`src/sv/squvd_pkg.sv`:
```
`timescale 1ns / 1ps
// Shared types, constants and helper functions for the URL query validator/decoder.
// No dependencies; used by the interfaces, the step logic and the top level.
package squvd_pkg;

  localparam int CODE_UNIT_W  = 16;
  localparam int CODE_POINT_W = 21;
  localparam int PART_KIND_W  = 2;

  localparam logic [1:0] PH_NAME  = 2'd0;
  localparam logic [1:0] PH_KEY   = 2'd1;
  localparam logic [1:0] PH_VALUE = 2'd2;

  localparam logic [1:0] ESC_IDLE = 2'd0;
  localparam logic [1:0] ESC_HIGH = 2'd1;
  localparam logic [1:0] ESC_LOW  = 2'd2;

  localparam logic [CODE_UNIT_W-1:0] CH_SLASH   = 16'h002F;
  localparam logic [CODE_UNIT_W-1:0] CH_PERCENT = 16'h0025;
  localparam logic [CODE_UNIT_W-1:0] CH_QMARK   = 16'h003F;
  localparam logic [CODE_UNIT_W-1:0] CH_EQUALS  = 16'h003D;
  localparam logic [CODE_UNIT_W-1:0] CH_AMP     = 16'h0026;

  localparam logic [CODE_POINT_W-1:0] MIN_TWO_BYTE   = 21'h00080;
  localparam logic [CODE_POINT_W-1:0] MIN_THREE_BYTE = 21'h00800;
  localparam logic [CODE_POINT_W-1:0] MIN_FOUR_BYTE  = 21'h10000;
  localparam logic [CODE_POINT_W-1:0] MAX_CODE_POINT = 21'h10FFFF;
  localparam logic [CODE_POINT_W-1:0] SURR_LOW       = 21'h0D800;
  localparam logic [CODE_POINT_W-1:0] SURR_HIGH      = 21'h0DFFF;

  typedef struct packed {
    logic [1:0]              phase;
    logic                    failed;
    logic [1:0]              escape_stage;
    logic [3:0]              high_nibble;
    logic [1:0]              bytes_left;
    logic [CODE_POINT_W-1:0] code_accumulator;
    logic [1:0]              length_class;
    logic                    part_nonempty;
    logic                    at_string_start;
  } squvd_state_t;

  localparam squvd_state_t ST_RESET = '{
    phase: PH_NAME, failed: 1'b0, escape_stage: ESC_IDLE, high_nibble: 4'd0,
    bytes_left: 2'd0, code_accumulator: '0, length_class: 2'd0,
    part_nonempty: 1'b0, at_string_start: 1'b1
  };

  typedef struct packed {
    logic                    char_valid;
    logic [CODE_POINT_W-1:0] code_point;
    logic [PART_KIND_W-1:0]  part_kind;
    logic                    starts_part;
    logic                    done_res;
    logic                    accepted;
  } squvd_result_t;

  function automatic logic is_hex(input logic [CODE_UNIT_W-1:0] u);
    return (u >= 16'h0030 && u <= 16'h0039) ||
           (u >= 16'h0041 && u <= 16'h0046) ||
           (u >= 16'h0061 && u <= 16'h0066);
  endfunction

  function automatic logic [3:0] hex_val(input logic [CODE_UNIT_W-1:0] u);
    logic [3:0] v;
    if (u <= 16'h0039) begin
      v = u[3:0];
    end else begin
      v = u[3:0] + 4'd9;
    end
    return v;
  endfunction

endpackage

```
`src/sv/squvd_in_if.sv`:
```
`timescale 1ns / 1ps
// Input channel: one UTF-16 code unit per transaction with an end-of-string mark.
// Depends on squvd_pkg for the field widths.
interface squvd_in_if;
  logic                               valid;
  logic                               ready;
  logic [squvd_pkg::CODE_UNIT_W-1:0]  code_unit;
  logic                               last_unit;

  modport source (output valid, output code_unit, output last_unit, input ready);
  modport sink (input valid, input code_unit, input last_unit, output ready);
endinterface

```
`src/sv/squvd_out_if.sv`:
```
`timescale 1ns / 1ps
// Output channel: one decoded result per transaction.
// Depends on squvd_pkg for the field widths.
interface squvd_out_if;
  logic                               valid;
  logic                               ready;
  logic                               char_valid;
  logic [squvd_pkg::CODE_POINT_W-1:0] code_point;
  logic [squvd_pkg::PART_KIND_W-1:0]  part_kind;
  logic                               starts_part;
  logic                               done_res;
  logic                               accepted;

  modport source (output valid, output char_valid, output code_point, output part_kind,
                  output starts_part, output done_res, output accepted, input ready);
  modport sink (input valid, input char_valid, input code_point, input part_kind,
                input starts_part, input done_res, input accepted, output ready);
endinterface

```
`src/sv/script_url_query_validator_decoder_unit.sv`:
```
`timescale 1ns / 1ps
// Top level of the URL query validator/decoder: input register, step logic, result register.
// Depends on squvd_pkg, squvd_in_if, squvd_out_if and squvd_step.
// An accepted unit waits in the input register and moves through squvd_step into the result
// register once that register is free (empty, or its result taken with result.ready).
// Throughput: one unit per cycle while result.ready is high; squvd_step is combinational.
// Reset: synchronous rst empties both registers and returns the parse state to the name part.
// After the last unit of a string the parse state returns to its reset value.
module script_url_query_validator_decoder_unit (
  input  logic         clk,
  input  logic         rst,
  squvd_in_if.sink     item,
  squvd_out_if.source  result
);
  import squvd_pkg::*;

  logic                    item_q_valid;
  logic [CODE_UNIT_W-1:0]  item_q_unit;
  logic                    item_q_last;
  logic                    res_valid;
  squvd_result_t           res;
  squvd_result_t           res_next;
  squvd_state_t            st;
  squvd_state_t            st_next;
  logic                    res_free;
  logic                    advance;

  assign res_free   = !res_valid || result.ready;
  assign advance    = item_q_valid && res_free;
  assign item.ready = !item_q_valid || advance;

  squvd_step u_step (
    .st        (st),
    .code_unit (item_q_unit),
    .last_unit (item_q_last),
    .st_next   (st_next),
    .res_next  (res_next)
  );

  always_ff @(posedge clk) begin
    if (rst) begin
      item_q_valid <= 1'b0;
      res_valid    <= 1'b0;
      st           <= ST_RESET;
    end else begin
      if (item.ready) item_q_valid <= item.valid;
      if (res_free)   res_valid    <= item_q_valid;
      if (advance)    st           <= st_next;
    end
  end

  always_ff @(posedge clk) begin
    if (item.valid && item.ready) begin
      item_q_unit <= item.code_unit;
      item_q_last <= item.last_unit;
    end
    if (advance) res <= res_next;
  end

  assign result.valid       = res_valid;
  assign result.char_valid  = res.char_valid;
  assign result.code_point  = res.code_point;
  assign result.part_kind   = res.part_kind;
  assign result.starts_part = res.starts_part;
  assign result.done_res    = res.done_res;
  assign result.accepted    = res.accepted;

  a_empty_result_ready: assert property (@(posedge clk) disable iff (rst)
    !res_valid |-> item.ready)
    else $error("input stalled with an empty result register");

  a_last_clears_state: assert property (@(posedge clk) disable iff (rst)
    advance && item_q_last |=> st == ST_RESET)
    else $error("parse state not cleared after the last unit");

  a_no_char_fields_zero: assert property (@(posedge clk) disable iff (rst)
    res_valid && !res.char_valid |->
      res.code_point == '0 && res.part_kind == '0 && !res.starts_part)
    else $error("character fields set without a character");

  a_verdict_with_done: assert property (@(posedge clk) disable iff (rst)
    res_valid && res.accepted |-> res.done_res)
    else $error("verdict without end of string");

  a_kind_range: assert property (@(posedge clk) disable iff (rst)
    res_valid && res.char_valid |-> res.part_kind != 2'd3)
    else $error("invalid part kind");

endmodule

```
`src/sv/squvd_step.sv`:
```
`timescale 1ns / 1ps
// Per-unit step logic: syntax check, percent/UTF-8 decode, result and next state.
// Depends on squvd_pkg.
module squvd_step (
  input  squvd_pkg::squvd_state_t               st,
  input  logic [squvd_pkg::CODE_UNIT_W-1:0]     code_unit,
  input  logic                                  last_unit,
  output squvd_pkg::squvd_state_t               st_next,
  output squvd_pkg::squvd_result_t              res_next
);
  import squvd_pkg::*;

  always_comb begin
    squvd_state_t             n;
    squvd_result_t            r;
    logic                     fail;
    logic                     emit;
    logic [CODE_POINT_W-1:0]  cp;
    logic [7:0]               b;
    logic [CODE_POINT_W-1:0]  v;
    logic [CODE_POINT_W-1:0]  lowest;

    n      = st;
    r      = '0;
    fail   = st.failed;
    emit   = 1'b0;
    cp     = '0;
    b      = {st.high_nibble, hex_val(code_unit)};
    v      = {st.code_accumulator[CODE_POINT_W-7:0], b[5:0]};
    lowest = (st.length_class == 2'd1) ? MIN_TWO_BYTE :
             (st.length_class == 2'd2) ? MIN_THREE_BYTE : MIN_FOUR_BYTE;

    if (!fail) begin
      if (st.at_string_start && code_unit == CH_SLASH) fail = 1'b1;
      n.at_string_start = 1'b0;
    end

    if (!fail) begin
      if (st.escape_stage == ESC_HIGH) begin
        if (!is_hex(code_unit)) begin
          fail = 1'b1;
        end else begin
          n.high_nibble  = hex_val(code_unit);
          n.escape_stage = ESC_LOW;
        end
      end else if (st.escape_stage == ESC_LOW) begin
        n.escape_stage = ESC_IDLE;
        if (!is_hex(code_unit)) begin
          fail = 1'b1;
        end else if (st.bytes_left == 2'd0) begin
          if (b[7] == 1'b0) begin
            emit = 1'b1;
            cp   = {{(CODE_POINT_W-8){1'b0}}, b};
          end else if (b[7:5] == 3'b110) begin
            n.code_accumulator = {{(CODE_POINT_W-5){1'b0}}, b[4:0]};
            n.bytes_left       = 2'd1;
            n.length_class     = 2'd1;
          end else if (b[7:4] == 4'b1110) begin
            n.code_accumulator = {{(CODE_POINT_W-4){1'b0}}, b[3:0]};
            n.bytes_left       = 2'd2;
            n.length_class     = 2'd2;
          end else if (b[7:3] == 5'b11110) begin
            n.code_accumulator = {{(CODE_POINT_W-3){1'b0}}, b[2:0]};
            n.bytes_left       = 2'd3;
            n.length_class     = 2'd3;
          end else begin
            fail = 1'b1;
          end
        end else if (b[7:6] != 2'b10) begin
          fail = 1'b1;
        end else begin
          n.code_accumulator = v;
          n.bytes_left       = st.bytes_left - 2'd1;
          if (n.bytes_left == 2'd0) begin
            if (v < lowest || v > MAX_CODE_POINT || (v >= SURR_LOW && v <= SURR_HIGH)) begin
              fail = 1'b1;
            end else begin
              emit = 1'b1;
              cp   = v;
            end
          end
        end
      end else if (code_unit == CH_PERCENT) begin
        n.escape_stage = ESC_HIGH;
      end else if (st.bytes_left != 2'd0) begin
        fail = 1'b1;
      end else if (st.phase == PH_NAME && code_unit == CH_QMARK) begin
        if (!st.part_nonempty) fail = 1'b1;
        n.phase         = PH_KEY;
        n.part_nonempty = 1'b0;
      end else if (st.phase == PH_KEY && code_unit == CH_EQUALS) begin
        if (!st.part_nonempty) fail = 1'b1;
        n.phase         = PH_VALUE;
        n.part_nonempty = 1'b0;
      end else if (st.phase == PH_KEY && code_unit == CH_AMP) begin
        fail = 1'b1;
      end else if (st.phase == PH_VALUE && code_unit == CH_AMP) begin
        n.phase         = PH_KEY;
        n.part_nonempty = 1'b0;
      end else if (st.phase == PH_VALUE && code_unit == CH_EQUALS) begin
        fail = 1'b1;
      end else if (st.phase > PH_VALUE) begin
        fail = 1'b1;
      end else begin
        emit = 1'b1;
        cp   = {{(CODE_POINT_W-CODE_UNIT_W){1'b0}}, code_unit};
      end
      if (fail) emit = 1'b0;
    end
    n.failed = fail;

    if (emit) begin
      r.char_valid    = 1'b1;
      r.code_point    = cp;
      r.part_kind     = st.phase;
      r.starts_part   = !st.part_nonempty;
      n.part_nonempty = 1'b1;
    end

    if (last_unit) begin
      r.done_res = 1'b1;
      r.accepted = !n.failed && n.escape_stage == ESC_IDLE && n.bytes_left == 2'd0 &&
                   ((n.phase == PH_NAME && n.part_nonempty) || n.phase == PH_VALUE);
      n = ST_RESET;
    end

    st_next  = n;
    res_next = r;
  end

endmodule
```
`src/flat_wrapper.sv`:
```
// flat-port wrapper written by rule: the top's interface ports become plain ports
module script_url_query_validator_decoder_unit_flat import squvd_pkg::*;
  (clk, rst, item_valid, item_code_unit, item_last_unit, item_ready, result_valid, result_char_valid, result_code_point, result_part_kind, result_starts_part, result_done_res, result_accepted, result_ready);
  squvd_in_if item_i ();
  squvd_out_if result_i ();
  input  logic clk;
  input  logic rst;
  input wire logic [$bits(item_i.valid)-1:0] item_valid;
  input wire logic [$bits(item_i.code_unit)-1:0] item_code_unit;
  input wire logic [$bits(item_i.last_unit)-1:0] item_last_unit;
  output wire logic [$bits(item_i.ready)-1:0] item_ready;
  output wire logic [$bits(result_i.valid)-1:0] result_valid;
  output wire logic [$bits(result_i.char_valid)-1:0] result_char_valid;
  output wire logic [$bits(result_i.code_point)-1:0] result_code_point;
  output wire logic [$bits(result_i.part_kind)-1:0] result_part_kind;
  output wire logic [$bits(result_i.starts_part)-1:0] result_starts_part;
  output wire logic [$bits(result_i.done_res)-1:0] result_done_res;
  output wire logic [$bits(result_i.accepted)-1:0] result_accepted;
  input wire logic [$bits(result_i.ready)-1:0] result_ready;
  assign item_i.valid = item_valid;
  assign item_i.code_unit = item_code_unit;
  assign item_i.last_unit = item_last_unit;
  assign item_ready = item_i.ready;
  assign result_valid = result_i.valid;
  assign result_char_valid = result_i.char_valid;
  assign result_code_point = result_i.code_point;
  assign result_part_kind = result_i.part_kind;
  assign result_starts_part = result_i.starts_part;
  assign result_done_res = result_i.done_res;
  assign result_accepted = result_i.accepted;
  assign result_i.ready = result_ready;
  script_url_query_validator_decoder_unit u_core (.clk(clk), .rst(rst), .item(item_i), .result(result_i));
endmodule
```
`config.mk`:
```
export PLATFORM = sky130hd
export DESIGN_NAME = script_url_query_validator_decoder_unit_flat
export DESIGN_NICKNAME = d
export VERILOG_FILES = /design/src/sv/squvd_pkg.sv /design/src/sv/squvd_in_if.sv /design/src/sv/squvd_out_if.sv /design/src/sv/script_url_query_validator_decoder_unit.sv /design/src/sv/squvd_step.sv /design/src/flat_wrapper.sv
export SDC_FILE = /design/constraint.sdc
export NUM_CORES = 1
export LEC_CHECK = 0
export ABC_AREA = 1
export BUFFER_PORTS_ARGS = -buffer_cell sky130_fd_sc_hd__buf_4
export CORE_ASPECT_RATIO = 1.25
export CORE_MARGIN = 5
export CORE_UTILIZATION = 35
export CTS_BUF_LIST = sky130_fd_sc_hd__clkbuf_4 sky130_fd_sc_hd__clkbuf_8
export CTS_CLUSTER_DIAMETER = 60
export DETAILED_ROUTE_END_ITERATION = 8
export PLACE_DENSITY = 0.52
export SYNTH_ARGS = -nofsm -noshare
export SYNTH_HDL_FRONTEND = slang
export SYNTH_SLANG_ARGS = --single-unit
```
`constraint.sdc`:
```
create_clock -name clk -period 2.35 [get_ports clk]
set_input_delay 0.3525 -clock clk [delete_from_list [all_inputs] [get_ports clk]]
set_output_delay 0.3525 -clock clk [all_outputs]
set_load 0.1 [all_outputs]
```
==> run metrics <==
endpoints failing setup=0; worst skew pair latency=about 0.35 ns; drt drc=0; CTS max path bufs=2; Cell Pwr Density=530 nW/um^2; Syn Area/Cell=around 7.6 sq um; power share of the sequential group=a little under half; Buf/Inv on CP=5; critical path arrival=around 2.5 ns; Mapped Cells=slightly below 600; Rel. slew slack=53.8%; most frequent cells in the layout=91 x buf_4, 90 x nand2_1, 87 x nor2_1; crit end category=flop; Clock Skews=~0.011 ns; clock group share of total power=35.9%; fmax=~440 MHz; PnR Total Power=~3100 uW; Final Cycle Share=96.4%; Die Y=between 100 and 150 microns; Num CTS Buffers=9; critical path required time=around 2.6 ns; status=finished, final reports clean; Root Buffer=clkbuf_8; initial core utilization=35.4%; Area after DPL=between 5000 and 6000 sq um; # rows=46; CTS tree=built; Synth Cell Area=around 4500 sq um; gr usage total=about 17%; CTS clk-pin slew, worst paths=approximately 0.090 ns; largest net degree at the start of global routing=24; FF+latch count, synth=76; wire length per cell=approximately 15 microns; ANT nets after route=0; 1st-iter DRT viols=between 200 and 250; Crit path top cell by count=inv_2; CP Launch Type=flop; YS warnings=0; Net Count, Synth=619; initial antenna violation count=0; Synth-to-Final Area Change=33.0%; total congestion overflow=0; vias in the first global route=about 4200; first-pass GRT wire length=20400 microns; via/cell ratio=around 5.0; Post-CTS Hold Fix Bufs=0; Setup Crit Path Kind=flop to flop; Post-DP HPWL=9690 microns; DRT Wirelength=~13000 microns; Final Hold Viols=0; crit-path cells=inv_2 -> ha_4 -> inv_2 -> nand2_2 -> nand3_2 -> nand3_4 -> nand3_4 -> nand2_4 -> o21ai_1 -> inv_2 -> nand2_4 -> a21oi_4 -> buf_12 -> clkbuf_16 -> nand2_2 -> o21ai_1 -> nor2_1; Final nets=around 700; area fraction of the dominant cell type after synthesis=29.6%; max cap viols=0; sw frac=between 20% and 30%; Combinational Power Share=approximately 16%; Ports=50; first-pass iteration count of the detailed router=6; core area=roughly 13000 sq um; fin crit period=approximately 2.3 ns; CP delay by family, top=simple AND/OR/NAND/NOR gates; CTS Sinks=between 70 and 80; diodes inserted=0; die area=around 15000 sq um; die width=about 110 microns; RD Place Congestion=between 0.9 and 1; slowest CP cell=edfxtp_1; library cells used by synthesis=38; unrepaired setup endpoints after global routing=yes; Psw=slightly above 900 uW; H-tree depth=3; commonest non-fill, non-tap cell in the layout=buf_4; min-delay worst type=input port to flop; layout cell share with drive strength beyond 1=between 30% and 40%; final max-slew violation count=0; # port buffers=just under 50; Worst-Margin Slew=0.693 ns; Internal=between 2000 and 2500 uW; Crit Path Max Fanout=6; fin area=between 5000 and 6000 sq um; worst vdd ir=about 0.33 mV; Yosys top cell by area=edfxtp_1; max incr delay on CP=around 0.49 ns; top post-synthesis cells by area=edfxtp_1 30%, dfxtp_1 14%, nand2_1 8.6%; sequential area share after synthesis=43.9%; Leak=about 0.0026 uW; hold_ws=about 0.17 ns; vias=roughly 4300
-- registers in the layout (all words and copies together) (netlist names) --
name and cells:
u_core.st 30, u_core.result.code_point 21, u_core.item_q_unit 16, u_core.result.part_kind 2, u_core.item_q_last 1, u_core.item_q_valid 1
u_core.result.accepted 1, u_core.result.char_valid 1, u_core.result.done_res 1, u_core.result.starts_part 1, u_core.result.valid 1
-- repair_timing --
action | in CTS | in global routing
endpoints found under the setup margin | 26 | 51
pin swaps | 1 | 23
gates resized for setup | 4 | 69
cloned | 0 | 3
buffers inserted | 1 | 20
-- layer usage --
metal / track usage, % / wire length [microns] / vias to the layer above
met4: 6.36 / 216 / 0
met3: 2.09 / 449 / 16
met2: 31.5 / 6960 / 84
met1: 19.3 / 5350 / 2035
met5: 0 / 0 / -
li1: - / - / 2136
-- worst reg2reg max path: cells and delay by family, from the launching register on --
| kind | cells | cell delay, ns |
|---|---|---|
| flip-flops | 1 | 0.49 |
| buffers and inverters | 5 | 0.58 |
| adder cells (fa/ha/maj) | 1 | 0.15 |
| AND/OR/NAND/NOR | 8 | 0.64 |
| AO/OA/AOI/OAI | 3 | 0.28 |
-- final cells by class --
class,instances,area (sq um)
multi-input combinational,408,2320
clock buffer,9,124
tap,168,210
sequential,76,1970
inverter,87,332
timing repair buffer,103,890
fill,1274,6670
clock inverter,7,100
-- path summary, 6_finish.rpt --
check | cells after the start | slack (ns) | end | from
setup / recovery | 17 | 0.08 | u_core.st[16] | u_core.item_q_unit[0]
hold / removal | 1 | 0.17 | u_core.item_q_last | item_last_unit
setup reg to reg | 17 | 0.08 | u_core.st[16] | u_core.item_q_unit[0]
hold reg to reg | 2 | 0.48 | u_core.st[33] | u_core.st[33]
-- power by group through the flow --
| stage | sequential [uW] | clock (uW) | combinational [uW] |
|---|---|---|---|
| floorplan | 1680 | 0 | 175 |
| finish | 1510 | 1130 | 507 |
| CTS | 1510 | 1150 | 462 |
| detailed placement | 1540 | 0 | 457 |
| global route | 1520 | 1210 | 547 |
| global placement | 1540 | 0 | 455 |
-- cell usage after synthesis, drive strengths merged --
cell and count:
o22ai 2, o21a 1, nor3b 1, a211oi 2, or2 3, o211ai 1, xor2 3, clkbuf 6
nor3 10, a21oi 40, o31ai 2, nand2 116, a31oi 7, nor2 105, a21boi 1, nand4 17
buf 10, inv 87, nor4 3, dfxtp 32, ha 11, o21ai 25, edfxtp 44, nand3 58
-- stage by stage --
| stage | std cells | setup TNS (ns) | util (%) | setup slack, ns |
|---|---|---|---|---|
| 6_report | 858 | 0 | 47.1 | 0.0843 |
| 5_1_grt | 858 | -0.685 | 47.1 | -0.0663 |
| 4_1_cts | 836 | 0 | 43.4 | 0.0154 |
| 3_5_place_dp | 819 | -0.544 | 41.4 | -0.0770 |
| 3_3_place_gp | 819 | 0 | 41.4 | 0.0221 |
| 2_1_floorplan | 587 | 0 | - | 0.137 |
-- kinds of logic after synthesis --
family	after synthesis	share of synthesized area (%)
adder cells (fa/ha/maj)	11	3.08
AND/OR/NAND/NOR	313	32.6
flip-flops	76	43.9
XOR/XNOR	3	0.589
AO/OA/AOI/OAI	81	10.3
buffers and inverters	103	9.53
Power figures use the tool's default switching activity.
